--- src/sv/jsu_pkg.sv ---
// Shared types and the UTF-8 encoder for the JSON string unescape block.
`timescale 1ns / 1ps

package jsu_pkg;

	typedef enum logic [1:0] {
		KIND_DATA     = 2'd0,
		KIND_CLOSED   = 2'd1,
		KIND_NO_QUOTE = 2'd2,
		KIND_UNTERM   = 2'd3
	} kind_t;

	localparam logic [7:0] CH_QUOTE     = 8'h22;
	localparam logic [7:0] CH_BACKSLASH = 8'h5C;
	localparam logic [7:0] CH_LC_N      = 8'h6E;
	localparam logic [7:0] CH_LC_R      = 8'h72;
	localparam logic [7:0] CH_LC_T      = 8'h74;
	localparam logic [7:0] CH_LC_B      = 8'h62;
	localparam logic [7:0] CH_LC_F      = 8'h66;
	localparam logic [7:0] CH_LC_U      = 8'h75;

	localparam logic [5:0]  HIGH_SURR_TAG = 6'b110110;
	localparam logic [5:0]  LOW_SURR_TAG  = 6'b110111;
	localparam logic [20:0] SUPP_BASE     = 21'h10000;

	typedef struct packed {
		logic [7:0] in_byte;
		logic       end_of_input;
	} in_word_t;

	typedef struct packed {
		logic [7:0] out_byte;
		logic [1:0] kind;
		logic       last_of_run;
	} out_word_t;

	// All result words caused by one input word: data bytes first, then an
	// optional status word (tail of KIND_DATA means there is none).
	typedef struct packed {
		logic [5:0][7:0] bytes;
		logic [2:0]      nbytes;
		kind_t           tail;
	} run_t;

	typedef struct packed {
		logic [3:0][7:0] b;
		logic [2:0]      n;
	} utf8_t;

	function automatic utf8_t utf8_encode(input logic [20:0] c);
		utf8_t r;
		r = '0;
		if (c < 21'h80) begin
			r.b[0] = c[7:0];
			r.n = 3'd1;
		end else if (c < 21'h800) begin
			r.b[0] = {3'b110, c[10:6]};
			r.b[1] = {2'b10, c[5:0]};
			r.n = 3'd2;
		end else if (c < 21'h10000) begin
			r.b[0] = {4'b1110, c[15:12]};
			r.b[1] = {2'b10, c[11:6]};
			r.b[2] = {2'b10, c[5:0]};
			r.n = 3'd3;
		end else begin
			r.b[0] = {5'b11110, c[20:18]};
			r.b[1] = {2'b10, c[17:12]};
			r.b[2] = {2'b10, c[11:6]};
			r.b[3] = {2'b10, c[5:0]};
			r.n = 3'd4;
		end
		return r;
	endfunction

endpackage

--- src/sv/jsu_front.sv ---
// Front end: parser state machine that turns each input word into a run of result words.
`timescale 1ns / 1ps

module jsu_front (
	input  logic              clk,
	input  logic              arst_n,
	input  logic              accept,
	input  jsu_pkg::in_word_t item,
	output logic              run_wr,
	output jsu_pkg::run_t     run
);

	typedef enum logic [6:0] {
		PH_IDLE    = 7'b0000001,
		PH_STR     = 7'b0000010,
		PH_ESC     = 7'b0000100,
		PH_HEX     = 7'b0001000,
		PH_PAIR_BS = 7'b0010000,
		PH_PAIR_U  = 7'b0100000,
		PH_LOW_HEX = 7'b1000000
	} phase_t;

	phase_t      phase_q, phase_d;
	logic [15:0] hex_value_q, hex_value_d;
	logic        hex_invalid_q, hex_invalid_d;
	logic [1:0]  hex_count_q, hex_count_d;
	logic [9:0]  pending_q, pending_d;

	logic [7:0]  b;
	logic        eoi;
	logic [3:0]  digit;
	logic        digit_bad;
	logic [15:0] hv_next;
	logic        inv_next;
	logic        hex_done;
	logic [15:0] code16;

	logic        pfx;
	logic        use_code;
	logic [20:0] code;
	logic        raw_en;
	logic [7:0]  raw_b;
	jsu_pkg::kind_t tail;
	jsu_pkg::utf8_t main_enc;
	jsu_pkg::utf8_t pend_enc;

	function automatic logic [7:0] esc_map(input logic [7:0] c);
		logic [7:0] r;
		r = c;
		if (c == jsu_pkg::CH_LC_N) r = 8'h0A;
		else if (c == jsu_pkg::CH_LC_R) r = 8'h0D;
		else if (c == jsu_pkg::CH_LC_T) r = 8'h09;
		else if (c == jsu_pkg::CH_LC_B) r = 8'h08;
		else if (c == jsu_pkg::CH_LC_F) r = 8'h0C;
		return r;
	endfunction

	assign b   = item.in_byte;
	assign eoi = item.end_of_input;

	always_comb begin
		digit = 4'd0;
		digit_bad = 1'b0;
		if (b >= 8'h30 && b <= 8'h39) begin
			digit = b[3:0];
		end else if ((b >= 8'h61 && b <= 8'h66) || (b >= 8'h41 && b <= 8'h46)) begin
			digit = 4'(b[3:0] + 4'd9);
		end else begin
			digit_bad = 1'b1;
		end
	end

	assign hv_next  = {hex_value_q[11:0], digit};
	assign inv_next = hex_invalid_q | digit_bad;
	assign hex_done = (hex_count_q == 2'd3);
	assign code16   = inv_next ? 16'h0000 : hv_next;

	always_comb begin
		phase_d = phase_q;
		hex_value_d = hex_value_q;
		hex_invalid_d = hex_invalid_q;
		hex_count_d = hex_count_q;
		pending_d = pending_q;
		pfx = 1'b0;
		use_code = 1'b0;
		code = 21'd0;
		raw_en = 1'b0;
		raw_b = 8'h00;
		tail = jsu_pkg::KIND_DATA;

		unique case (phase_q)
			PH_STR, PH_PAIR_BS: begin
				if (phase_q == PH_PAIR_BS && b == jsu_pkg::CH_BACKSLASH) begin
					phase_d = PH_PAIR_U;
				end else begin
					pfx = (phase_q == PH_PAIR_BS);
					if (b == jsu_pkg::CH_QUOTE) begin
						tail = jsu_pkg::KIND_CLOSED;
						phase_d = PH_IDLE;
					end else if (b == jsu_pkg::CH_BACKSLASH) begin
						phase_d = PH_ESC;
					end else begin
						raw_en = 1'b1;
						raw_b = b;
						phase_d = PH_STR;
					end
				end
			end
			PH_ESC, PH_PAIR_U: begin
				if (b == jsu_pkg::CH_LC_U) begin
					hex_value_d = 16'h0000;
					hex_invalid_d = 1'b0;
					hex_count_d = 2'd0;
					phase_d = (phase_q == PH_ESC) ? PH_HEX : PH_LOW_HEX;
				end else begin
					pfx = (phase_q == PH_PAIR_U);
					raw_en = 1'b1;
					raw_b = esc_map(b);
					phase_d = PH_STR;
				end
			end
			PH_HEX, PH_LOW_HEX: begin
				hex_value_d = hv_next;
				hex_invalid_d = inv_next;
				hex_count_d = 2'(hex_count_q + 2'd1);
				if (hex_done) begin
					if (phase_q == PH_LOW_HEX && code16[15:10] == jsu_pkg::LOW_SURR_TAG) begin
						use_code = 1'b1;
						code = 21'({pending_q, code16[9:0]}) + jsu_pkg::SUPP_BASE;
						phase_d = PH_STR;
					end else begin
						pfx = (phase_q == PH_LOW_HEX);
						if (code16[15:10] == jsu_pkg::HIGH_SURR_TAG) begin
							pending_d = code16[9:0];
							phase_d = PH_PAIR_BS;
						end else begin
							use_code = 1'b1;
							code = 21'(code16);
							phase_d = PH_STR;
						end
					end
				end
			end
			default: begin
				phase_d = PH_IDLE;
				if (b == jsu_pkg::CH_QUOTE) begin
					if (eoi) tail = jsu_pkg::KIND_UNTERM;
					else phase_d = PH_STR;
				end else begin
					tail = jsu_pkg::KIND_NO_QUOTE;
				end
			end
		endcase

		// The last word of the buffer arrived inside an open string.
		if (eoi && phase_q != PH_IDLE && phase_d != PH_IDLE) begin
			pfx = 1'b0;
			use_code = 1'b0;
			raw_en = 1'b0;
			tail = jsu_pkg::KIND_UNTERM;
			phase_d = PH_IDLE;
			hex_value_d = 16'h0000;
			hex_invalid_d = 1'b0;
			hex_count_d = 2'd0;
			pending_d = 10'd0;
		end
	end

	always_comb begin
		pend_enc = jsu_pkg::utf8_encode({5'd0, jsu_pkg::HIGH_SURR_TAG, pending_q});
		main_enc = '0;
		if (use_code) begin
			main_enc = jsu_pkg::utf8_encode(code);
		end else if (raw_en) begin
			main_enc.b[0] = raw_b;
			main_enc.n = 3'd1;
		end
		run = '0;
		run.tail = tail;
		if (pfx) begin
			run.bytes[2:0] = pend_enc.b[2:0];
			run.bytes[5:3] = main_enc.b[2:0];
			run.nbytes = 3'(3'd3 + main_enc.n);
		end else begin
			run.bytes[3:0] = main_enc.b;
			run.nbytes = main_enc.n;
		end
	end

	assign run_wr = accept && (run.nbytes != 3'd0 || run.tail != jsu_pkg::KIND_DATA);

	always_ff @(posedge clk or negedge arst_n) begin
		if (!arst_n) begin
			phase_q <= PH_IDLE;
			hex_value_q <= 16'h0000;
			hex_invalid_q <= 1'b0;
			hex_count_q <= 2'd0;
			pending_q <= 10'd0;
		end else if (accept) begin
			phase_q <= phase_d;
			hex_value_q <= hex_value_d;
			hex_invalid_q <= hex_invalid_d;
			hex_count_q <= hex_count_d;
			pending_q <= pending_d;
		end
	end

endmodule

--- src/sv/jsu_fifo.sv ---
// Short queue of decoded runs between the parser and the output sequencer.
`timescale 1ns / 1ps

module jsu_fifo #(
	parameter int DEPTH = 4
) (
	input  logic          clk,
	input  logic          arst_n,
	input  logic          wr,
	input  jsu_pkg::run_t wr_run,
	output logic          full,
	output logic          head_valid,
	output jsu_pkg::run_t head,
	input  logic          rd
);

	localparam int AW = (DEPTH > 1) ? $clog2(DEPTH) : 1;
	localparam int CW = $clog2(DEPTH + 1);

	jsu_pkg::run_t mem_q [DEPTH];
	logic [AW-1:0] wp_q, rp_q;
	logic [CW-1:0] count_q;

	assign full       = (count_q == CW'(DEPTH));
	assign head_valid = (count_q != '0);
	assign head       = mem_q[rp_q];

	always_ff @(posedge clk) begin
		if (wr) mem_q[wp_q] <= wr_run;
	end

	always_ff @(posedge clk or negedge arst_n) begin
		if (!arst_n) begin
			wp_q <= '0;
			rp_q <= '0;
			count_q <= '0;
		end else begin
			if (wr) wp_q <= (wp_q == AW'(DEPTH - 1)) ? '0 : AW'(wp_q + 1'b1);
			if (rd) rp_q <= (rp_q == AW'(DEPTH - 1)) ? '0 : AW'(rp_q + 1'b1);
			if (wr && !rd) count_q <= CW'(count_q + 1'b1);
			else if (rd && !wr) count_q <= CW'(count_q - 1'b1);
		end
	end

endmodule

--- src/sv/jsu_back.sv ---
// Back end: steps through each queued run and hands out one result word per cycle while the receiver pops.
`timescale 1ns / 1ps

module jsu_back (
	input  logic               clk,
	input  logic               arst_n,
	input  logic               head_valid,
	input  jsu_pkg::run_t      head,
	output logic               head_rd,
	output logic               empty,
	input  logic               pop,
	output jsu_pkg::out_word_t result
);

	logic [2:0]         idx_q;
	logic [2:0]         total;
	logic               last;
	logic               take;
	logic               valid_q;
	jsu_pkg::out_word_t sel;
	jsu_pkg::out_word_t result_q;

	assign total = 3'(head.nbytes + {2'd0, head.tail != jsu_pkg::KIND_DATA});
	assign last  = (idx_q == 3'(total - 3'd1));
	assign take  = head_valid && (!valid_q || pop);
	assign head_rd = take && last;

	always_comb begin
		sel.last_of_run = last;
		if (idx_q < head.nbytes) begin
			sel.out_byte = head.bytes[idx_q];
			sel.kind = jsu_pkg::KIND_DATA;
		end else begin
			sel.out_byte = 8'h00;
			sel.kind = head.tail;
		end
	end

	always_ff @(posedge clk) begin
		if (take) result_q <= sel;
	end

	always_ff @(posedge clk or negedge arst_n) begin
		if (!arst_n) begin
			valid_q <= 1'b0;
			idx_q <= 3'd0;
		end else if (take) begin
			valid_q <= 1'b1;
			idx_q <= last ? 3'd0 : 3'(idx_q + 3'd1);
		end else if (pop) begin
			valid_q <= 1'b0;
		end
	end

	assign empty  = !valid_q;
	assign result = result_q;

endmodule

--- src/sv/json_string_unescape_utf8.sv ---
// Top level of the JSON string unescaper that emits UTF-8.
//
//   channel  handshake       payload
//   input    push / full     item   : in_byte, end_of_input
//   result   pop  / empty    result : out_byte, kind, last_of_run
//
// One input word is taken per cycle while the run queue has room.
// Each input word yields up to six result words, delivered one per cycle by
// the output sequencer while the receiver pops; the run queue (QUEUE_DEPTH
// entries) absorbs the bursts that one word can cause.
// Results of a taken word pass through the run queue and then the output register.
// Reset puts the parser back to waiting for an opening quote and empties the queue.
`timescale 1ns / 1ps

module json_string_unescape_utf8 #(
	parameter int QUEUE_DEPTH = 4
) (
	input  logic               clk,
	input  logic               arst_n,
	input  logic               push,
	output logic               full,
	input  jsu_pkg::in_word_t  item,
	output logic               empty,
	input  logic               pop,
	output jsu_pkg::out_word_t result
);

	logic          accept;
	logic          run_wr;
	jsu_pkg::run_t run;
	logic          head_valid;
	jsu_pkg::run_t head;
	logic          head_rd;

	assign accept = push && !full;

	jsu_front u_front (
		.clk    (clk),
		.arst_n (arst_n),
		.accept (accept),
		.item   (item),
		.run_wr (run_wr),
		.run    (run)
	);

	jsu_fifo #(
		.DEPTH (QUEUE_DEPTH)
	) u_fifo (
		.clk        (clk),
		.arst_n     (arst_n),
		.wr         (run_wr),
		.wr_run     (run),
		.full       (full),
		.head_valid (head_valid),
		.head       (head),
		.rd         (head_rd)
	);

	jsu_back u_back (
		.clk        (clk),
		.arst_n     (arst_n),
		.head_valid (head_valid),
		.head       (head),
		.head_rd    (head_rd),
		.empty      (empty),
		.pop        (pop),
		.result     (result)
	);

endmodule

--- config.mk ---
export PLATFORM = sky130hd
export DESIGN_NAME = json_string_unescape_utf8
export DESIGN_NICKNAME = d
export VERILOG_FILES = /design/src/sv/jsu_pkg.sv /design/src/sv/jsu_front.sv /design/src/sv/jsu_fifo.sv /design/src/sv/jsu_back.sv /design/src/sv/json_string_unescape_utf8.sv
export SDC_FILE = /design/constraint.sdc
export NUM_CORES = 1
export LEC_CHECK = 0
export ABC_AREA = 1
export BUFFER_PORTS_ARGS = -buffer_cell sky130_fd_sc_hd__buf_2
export CAP_MARGIN = 25
export CORE_MARGIN = 2
export CORE_UTILIZATION = 63
export DETAILED_ROUTE_END_ITERATION = 6
export MAX_ROUTING_LAYER = met4
export PLACE_DENSITY = 0.86
export SYNTH_ARGS = -nofsm -noshare
export SYNTH_HDL_FRONTEND = slang
export SYNTH_HIERARCHICAL = 1
export SYNTH_SLANG_ARGS = --single-unit
--- constraint.sdc ---
create_clock -name clk -period 5.4 [get_ports clk]
set_input_delay 0.27 -clock clk [delete_from_list [all_inputs] [get_ports clk]]
set_output_delay 0.27 -clock clk [all_outputs]
set_load 0.1 [all_outputs]
==> impl_metrics.csv, run 1 <==
group,metric,value,unit
setup_path,end_kind,"register",
timing,relSlewSlack,0.389,
setup_path,crit_path_cell_trace,"nor2_2, nand3_2, nor4_1, a31oi_1, inv_1, nor2_1, o21ai_2, nand3b_1, buf_4, inv_1, nor2_2, nand2_1, o21ai_1, nor2_1, nand3_1, nand2_1, inv_1, nand2_1, inv_2, buf_12",
pwr,p_leak,6.48,nW
routing,ant_nets,0,
setup_path,start_kind,"register",
timing,finalHoldViolations,0,
synthesis,synth_seq_area_share,0.572,
setup_path,critPathMaxFanout,39,
setup_path,critPathSlowestCell,"dfstp_2",
placement,placed_cells_incl_taps,1697,
setup_path,max_stage_delay,0.56,ns
cts,path_clk_slew,0.06,ns
routing,remaining_drc_errors,0,
synthesis,ys_types,60,
synthesis,ys.flop_type,"edfxtp_1",
global_routing,grt_pass1_vias,9460,
routing,first_pass_iters,5,
floorplan,die_h,151,um
final_layout,final_common_cell,"nand2_1",
cts,post-cts-setup-buffers,0,
placement,pre_cts_ws,0.944,ns
setup_path,critPathKind,"reg -> reg",
final_layout,drive_gt1_frac,0.0953,
synthesis,ys_ff_latch,266,
synthesis,syn-cell-area,13600,um2
placement,post-dp-hpwl,22200,um
timing,tns,0,ns
cts,tritoncts,"done",
cts,clockBufferDepth,3,
routing,wl_per_cell,18.5,um
cts,cts-root-buf,"clkbuf_16",
timing,maxSlewViolCount,0,
global_routing,grt_antenna_before_repair,0,
floorplan,die_area,22800,um2
synthesis,synthCells,1440,
final_layout,fill_cells,1567,
floorplan,die_x,151,um
timing,fmax,222,MHz
setup_path,crit_buf_inv,6,
synthesis,synth-edff-count,223,
setup_path,arrival,4.73,ns
final_layout,fin_cells,1744,
timing,rsz0062_at_grt,"false",
synthesis,syn_area_per_cell,9.44,um2
global_routing,grt_start_max_net_pins,134,
flow_run,drv_cap,0,
floorplan,rows,53,
synthesis,yosysWarnings,6,
final_layout,area_growth,7.81,%
global_routing,grt_usage,0.298,
pwr,vdd_drop_max,279,uV
placement,numPortBuffers,25,
timing,setup_ws,0.894,ns
floorplan,core_region_area,21100,um2
timing,fin_crit,4.51,ns
timing,min_period_over_period,0.834,
timing,tightest_slew,0.916,ns
timing,setup_viol,0,
synthesis,async_flop_share,0.162,
final_layout,nNetsFinal,1482,
global_routing,overflow,0,
final_layout,final_cell_mix,"nand2_1, inv_1, edfxtp_1",
placement,place.gp.congestion,1.03,
cts,cts-resized-gates,0,
cts,cts_buffers,26,
final_layout,antennaDiodeCount,0,
setup_path,required,5.62,ns
routing,vias,10200,
cts,cts.htree.levels,1,
cts,clkLatencyLatePin,0.54,ns
floorplan,start_util,0.645,
setup_path,crit_family,"simple AND/OR/NAND/NOR gates",
routing,wl,32300,um
final_layout,register_area,7770,um2
floorplan,ios,26,
cts,cts_num_sinks,266,
routing,drt_iter0_drc,1105,
min_path,holdCritPathClass,"in -> reg",
run_status,status,"finished, final reports clean",
timing,fin_skew,0.0137,ns
cts,holdBufCountCts,1,
timing,fin_hold_ws,0.0111,ns
global_routing,grt_pass1_wl,50100,um
pwr,p_per_area,503,nW/um2
routing,via_per_inst,5.85,
final_layout,multiInputGateArea,4440,um2
## worst reg2reg max path, stage by stage (launching register included)
cell      delay [ns]
dfstp_2         0.56
nor2_2          0.06
nand3_2         0.11
nor4_1          0.09
a31oi_1         0.22
inv_1           0.11
nor2_1          0.22
o21ai_2         0.11
nand3b_1        0.16
buf_4           0.26
inv_1           0.13
nor2_2          0.51
nand2_1         0.12
o21ai_1         0.24
nor2_1          0.10
nand3_1         0.08
nand2_1         0.05
inv_1           0.24
nand2_1         0.13
inv_2           0.34
buf_12          0.31
## stage by stage
stage	util	instance area, um2	power [W]
2_1_floorplan	-	13600	0.00505
3_3_place_gp	0.658	13900	0.00559
3_5_place_dp	0.658	13900	0.00571
4_1_cts	0.695	14700	0.00737
5_1_grt	0.695	14700	0.00779
6_report	0.695	14700	0.00737
## worst paths after layout
path / to / depth (start not counted) / start / slack, ns
max in group asynchronous: u_fifo/rp_q[1] / 3 / arst_n / 4.53
min: u_back/valid_q / 4 / pop / 0.01
max reg2reg: u_fifo/mem_q[3][6] / 20 / u_front/phase_q[0] / 0.89
min reg2reg: u_fifo/count_q[2] / 2 / u_fifo/count_q[2] / 0.49
min in group asynchronous: u_front/phase_q[1] / 3 / arst_n / 0.39
max: u_fifo/mem_q[3][6] / 20 / u_front/phase_q[0] / 0.89
## final cells by class
type,count,area share
inverter,275,0.0716
clock inverter,9,0.00546
clock buffer,37,0.0472
tap,275,0.0235
timing repair buffer,38,0.0188
sequential,266,0.530
multi-input combinational,844,0.303
## power by group
group	internal, W	switching (W)	leakage, nW	total, W
Sequential	0.00278	0.000176	2.54	0.00296
Combinational	0.000731	0.00203	3.57	0.00276
Clock	0.000938	0.000721	0.371	0.00166
Total	0.00445	0.00292	6.48	0.00737
## Yosys cell counts (4+ instances only)
cell	count	area (um2)
nand2_1	387	1450
inv_1	255	957
edfxtp_1	223	6700
o211ai_1	120	901
nor2_1	67	251
nand3_1	63	315
dfrtp_1	42	1050
o21ai_0	38	190
buf_2	35	175
a21oi_1	25	125
ha_1	17	213
inv_2	16	60.1
o22ai_1	14	87.6
nor2_2	11	68.8
nor3_1	11	55.1
buf_4	9	67.6
o21ai_1	9	45.0
clkbuf_1	8	30.0
nand4_1	8	50.1
or2_2	7	43.8
nand2_4	6	67.6
buf_6	4	45.0
nand3_2	4	40.0
nand3_4	4	70.1
nor4_1	4	25.0
o2111ai_1	4	35.0
## logic make-up (layout without fill, tap and decap cells)
family          Yosys count  in the layout  synth area share
compound gates          233            233             0.116
buf+inv                 333            359             0.102
other cells               1              4          0.000276
simple gates            585            585             0.189
flops                   266            266             0.572
fa+ha+maj                18             18            0.0171
xor+xnor                  4              4           0.00258
## registers in the layout, indices dropped and copies added, names as in the netlist
register	flops
u_fifo/mem_q	212
u_front/hex_value_q	12
u_back/result	11
u_front/pending_q	10
u_front/phase_q	7
u_back/idx_q	3
u_fifo/count_q	3
u_fifo/rp_q	2
u_fifo/wp_q	2
u_front/hex_count_q	2
u_back/valid_q	1
u_front/hex_invalid_q	1
## routing by layer
layer  GRT usage  routed length [um]  vias to the layer above
li1            -                   -                     4824
met1       0.387               12800                     4744
met2       0.478               15500                      547
met3      0.0428                2720                       94
met4       0.124                1290                        0
met5           -                   0                        -
Note: power is estimated with default switching activity, not from simulation.
==> run 2: changes to the inputs <==
CORE_UTILIZATION = 57   (was 63)
PLACE_DENSITY = 0.82   (was 0.86)
clock period = 3.8 ns   (was 5.4 ns; I/O delays follow)
==> run 2 against run 1 <==
Against the previous run:
- clock skew is 0.0095 ns higher
- flip-flop and latch count unchanged
- largest cell class unchanged
- largest power group unchanged
- hold slack gained 0.014 ns
- highest routed layer unchanged
==> impl_metrics.csv, run 2 (synthesis gave the netlist of run 1 again) <==
group,metric,value,unit
final_layout,largest_reg_flops,212,
floorplan,die_h,158,um
routing,ant_nets,0,
cts,cts-root-buf,"clkbuf_16",
routing,vias,10100,
timing,fin_skew,0.0231,ns
cts,clkLatencyLatePin,0.56,ns
global_routing,grt_start_max_net_pins,101,
floorplan,die_area,25100,um2
final_layout,nNetsFinal,1511,
timing,setup_ws,0.215,ns
cts,path_clk_slew,0.06,ns
cts,cts.htree.levels,1,
setup_path,critPathKind,"reg -> reg",
floorplan,start_util,0.579,
timing,tightest_slew,0.989,ns
setup_path,arrival,4.02,ns
setup_path,critPathMaxFanout,6,
setup_path,end_kind,"register",
routing,wl_per_cell,17.8,um
pwr,swShare,0.383,
placement,post-dp-hpwl,22100,um
pwr,clkPwrFrac,0.261,
pwr,p_leak,6.71,nW
timing,fin_hold_ws,0.0251,ns
cts,clockBufferDepth,3,
global_routing,grt_usage,0.274,
timing,fin_crit,3.58,ns
placement,place.gp.congestion,0.993,
min_path,holdCritPathClass,"in -> reg",
final_layout,fill_cells,1812,
routing,wl,32300,um
final_layout,drive_gt1_frac,0.126,
timing,tns,0,ns
timing,setup_viol,0,
final_layout,area_growth,12.3,%
setup_path,start_kind,"register",
final_layout,final_common_cell,"nand2_1",
global_routing,grt_pass1_wl,51000,um
placement,numPortBuffers,25,
timing,fmax,279,MHz
placement,place_area,14100,um2
timing,relSlewSlack,0.341,
floorplan,rows,56,
global_routing,grt_pass1_vias,9600,
routing,first_pass_iters,6,
cts,tritoncts,"done",
final_layout,antennaDiodeCount,0,
cts,cts_buffers,28,
pwr,vdd_drop_max,556,uV
pwr,comb_power_share,0.360,
setup_path,required,4.24,ns
pwr,power_frac_seq,0.379,
final_layout,finish.instance_area,15300,um2
pwr,p_per_area,724,nW/um2
pwr,switchingPower,0.00423,W
final_layout,max_flop_register,"u_fifo/mem_q",
global_routing,grt_antenna_before_repair,0,
cts,cts_num_sinks,266,
pwr,p_int,0.00682,W
floorplan,core_region_area,23500,um2
routing,via_per_inst,5.54,
timing,maxSlewViolCount,0,
timing,min_period_over_period,0.943,
run_status,status,"finished, final reports clean",
final_layout,final_cell_mix,"nand2_1, inv_1, edfxtp_1",
global_routing,overflow,0,
flow_run,drv_cap,0,
placement,pre_cts_ws,0.00219,ns
routing,drt_iter0_drc,973,
floorplan,ios,26,
routing,remaining_drc_errors,0,
floorplan,die_x,158,um
timing,finalHoldViolations,0,
## run 2: cell count changes in the layout (fill, tap and decap cells not counted), sizes merged
cell         delta
buf            +26
bufinv          +5
clkbuf          -4
clkinv          +5
clkinvlp        +5
dlygate4sd3     +1
inv             -5
## run 2: power by group through the flow
| stage | Clock (W) | Sequential, W | Combinational (W) |
|---|---|---|---|
| 2_1_floorplan | 0 | 0.00462 | 0.00256 |
| 3_3_place_gp | 0 | 0.00421 | 0.00383 |
| 3_5_place_dp | 0 | 0.00424 | 0.00393 |
| 4_1_cts | 0.00292 | 0.00418 | 0.00397 |
| 5_1_grt | 0.00305 | 0.00425 | 0.00443 |
| 6_report | 0.00289 | 0.00418 | 0.00398 |
## run 2: worst paths after layout
check,startpoint,endpoint,slack (ns),cells after the start
worst max-delay path,u_front/phase_q[4],u_fifo/count_q[2],0.22,25
worst min-delay path,item[6],u_front/phase_q[5],0.03,4
worst max register to register,u_front/phase_q[4],u_fifo/count_q[2],0.22,25
worst min register to register,u_fifo/count_q[2],u_fifo/count_q[2],0.47,2
max in group asynchronous,arst_n,u_front/phase_q[0],3.06,3
min in group asynchronous,arst_n,u_back/idx_q[2],0.14,2
## run 2: worst max-delay path: stages, from the launching register on
cell and delay, ns:
dfrtp_1 0.39, inv_1 0.14, nand2_2 0.10, nor2_2 0.12, inv_1 0.10, nor3_2 0.20
a31oi_1 0.14, inv_1 0.15, nor2_4 0.06, o21ai_2 0.07, nand3b_1 0.14, buf_4 0.19
nand2_1 0.15, nand2_1 0.13, nand2_1 0.11, nand2_1 0.09, nand3_1 0.10, nand2_1 0.05
inv_1 0.09, ha_1 0.18, inv_1 0.08, fa_1 0.40, nand2_1 0.11, nand3_1 0.08
nand2_1 0.06, nand2_1 0.05
## run 2: per-stage QoR
stage	std cells	utilization	total power, W
finish	1821	0.651	0.0111
global route	1821	0.651	0.0117
CTS	1816	0.646	0.0111
detailed placement	1762	0.603	0.00817
global placement	1762	0.603	0.00804
floorplan	1443	-	0.00719
## run 2: metal layers
| layer | GRT usage | up-vias | wire, um |
|---|---|---|---|
| met3 | 0.0389 | 82 | 2500 |
| met1 | 0.352 | 4706 | 13000 |
| li1 | - | 4873 | - |
| met5 | - | - | 0 |
| met2 | 0.453 | 419 | 15700 |
| met4 | 0.0914 | 0 | 1110 |
## run 2: layout make-up
cell class	count	area [um2]	share of cell area
inverter	275	1070	0.0700
sequential	266	7770	0.509
clock inverter	19	269	0.0176
multi-input combinational	844	4500	0.295
tap	319	399	0.0261
timing repair buffer	65	534	0.0350
clock buffer	33	719	0.0471
## run 2: what timing repair did
item                                   in CTS  in global routing
buffers inserted                            0                  4
endpoints found under the hold margin      43                  0
hold buffers                                2                  0
resized for setup                           0                 17
setup endpoints to repair                   0                211
==> run 3: changes to the inputs <==
REMOVE_ABC_BUFFERS = 1   (was unset)
==> run 3 against run 2 <==
Against the previous run:
- combinational power shrank 2%
- global-route usage shrank 0.55 points
- maximum frequency grew 0.95%
- critical path depth is the same
- highest routed layer unchanged
- sequential power is essentially flat
- total power shrank 2.4%
- utilization shrank 0.51 points
- setup slack gained 0.034 ns
- cell count grew 0.27%
- non-clock buffer count grew 5
- flip-flop and latch count is the same
- critical path type unchanged
- first-iteration DRC count shrank 7.7%
==> impl_metrics.csv, run 3 (synthesis gave the netlist of run 1 again) <==
group,metric,value,unit
run_status,status,"finished, final reports clean",
routing,wl_per_cell,17.4,um
floorplan,rows,56,
global_routing,grt_usage,0.268,
final_layout,drive_gt1_frac,0.124,
final_layout,area_growth,11.4,%
routing,wl_met3,2060,um
final_layout,max_flop_register,"u_fifo/mem_q",
timing,tightest_slew,1.01,ns
placement,place.gp.congestion,1.04,
floorplan,core_region_area,23500,um2
min_path,hold_path_depth,4,
global_routing,overflow,0,
routing,via_per_inst,5.54,
pwr,vdd_drop_max,531,uV
setup_path,critPathMaxFanout,9,
setup_path,arrival,3.98,ns
global_routing,grt_start_max_net_pins,109,
routing,vias,10100,
pwr,p_per_area,712,nW/um2
final_layout,final_common_cell,"nand2_1",
timing,fin_hold_ws,0.0353,ns
timing,fin_skew,0.0131,ns
timing,fmax,282,MHz
final_layout,final_cell_mix,"nand2_1, inv_1, edfxtp_1",
routing,remaining_drc_errors,0,
routing,top_layer,"met4",
cts,tritoncts,"done",
floorplan,die_h,158,um
setup_path,timing.rr.start,"u_front/phase_q[1]",
cts,clockBufferDepth,3,
global_routing,grt_pass1_wl,50700,um
placement,post-dp-hpwl,21200,um
cts,cts-root-buf,"clkbuf_16",
setup_path,r2r-end,"u_fifo/count_q[2]",
routing,route.met2.wl,15600,um
timing,fin_crit,3.55,ns
cts,cts.htree.levels,1,
routing,wl,31700,um
placement,place_area,14200,um2
routing,ant_nets,0,
floorplan,die_area,25100,um2
final_layout,finish.instance_area,15200,um2
timing,finalHoldViolations,0,
setup_path,critPathKind,"reg -> reg",
routing,wl_met1,13100,um
flow_run,drv_cap,0,
setup_path,reg2reg_depth,25,
pwr,p_leak,6.73,nW
cts,cts_buffers,28,
final_layout,utilization,0.645,
timing,relSlewSlack,0.324,
final_layout,antennaDiodeCount,0,
cts,clkLatencyLatePin,0.54,ns
setup_path,cpMostUsedCell,"nand2_1",
min_path,holdCritPathClass,"in -> reg",
setup_path,critPathSlowestCell,"dfrtp_1",
floorplan,die_x,158,um
final_layout,nNetsFinal,1516,
min_path,hold_end,"u_front/phase_q[1]",
floorplan,ios,26,
timing,tns,0,ns
cts,cts_num_sinks,266,
routing,drt_iter0_drc,898,
setup_path,end_kind,"register",
timing,maxSlewViolCount,0,
setup_path,rrSetupSlack,0.25,ns
global_routing,grt_antenna_before_repair,0,
setup_path,required,4.23,ns
routing,first_pass_iters,6,
setup_path,start_kind,"register",
final_layout,largest_reg_flops,212,
placement,numPortBuffers,25,
timing,min_period_over_period,0.934,
floorplan,start_util,0.579,
timing,setup_viol,0,
setup_path,max_stage_delay,0.41,ns
timing,rsz0062_at_grt,"false",
min_path,min_from,"item[0]",
global_routing,grt_pass1_vias,9697,
cts,path_clk_slew,0.06,ns
run 3: changes by cell type in the layout (fill, tap and decap cells not counted), moves of 3 or more:
cell / delta
buf_12: -3
buf_4: +8
bufinv_16: -4
clkbuf_8: +3
clkinv_1: -3
clkinvlp_4: -6
inv_2: +4
run 3: how the worst max path moves through the flow:
stage	startpoint	slack (ns)	end	cells after the start
floorplan	u_fifo/count_q[0]	-0.59	u_fifo/mem_q[3][0]	6
global placement	item[2]	0.16	u_fifo/count_q[2]	30
detailed placement	item[2]	0.05	u_fifo/count_q[2]	30
CTS	u_front/phase_q[5]	0.26	u_fifo/count_q[2]	24
global route	u_front/phase_q[3]	0.002	u_fifo/count_q[2]	22
finish	u_front/phase_q[1]	0.25	u_fifo/count_q[2]	25
run 3: what timing repair did:
item	in CTS	in global routing
hold buffers	2	0
setup endpoints to repair	0	1
buffers inserted	0	2
hold endpoints to repair	43	0
resized for setup	0	6
run 3: metrics by stage:
| step | setup WS (ns) | total power, W | std cells |
|---|---|---|---|
| floorplan | -0.588 | 0.00700 | 1385 |
| global placement | 0.159 | 0.00796 | 1769 |
| detailed placement | 0.0473 | 0.00811 | 1769 |
| CTS | 0.256 | 0.0108 | 1823 |
| global route | 0.00184 | 0.0114 | 1826 |
| finish | 0.249 | 0.0108 | 1826 |
run 3: report_power, final:
part	leakage [nW]	internal [W]	switching [W]
logic	3.74	0.00108	0.00284
clock network	0.452	0.00159	0.00108
registers	2.54	0.00395	0.000245
total	6.73	0.00662	0.00417
run 3: final cells by class:
| type | count | area (um2) |
|---|---|---|
| fillers | 1792 | 8320 |
| inverters | 275 | 1050 |
| flip-flops and latches | 266 | 7770 |
| clock inverters | 13 | 119 |
| repair buffers | 70 | 551 |
| multi-input cells | 844 | 4460 |
| clock buffers | 39 | 793 |
| well taps | 319 | 399 |
run 3: critical path: cells and delay by family, from the launching register on:
family	cells	cell delay [ns]
and+or+nand+nor	17	1.79
AOI/OAI and AO/OA	1	0.18
buffers and inverters	5	0.52
adders and majority gates	2	0.55
DFF	1	0.41
run 3: routing by layer:
metal  vias up  track usage
met5         -            -
met4         0       0.0892
met3        72       0.0297
met2       400        0.442
met1      4765        0.352
li1       4884            -
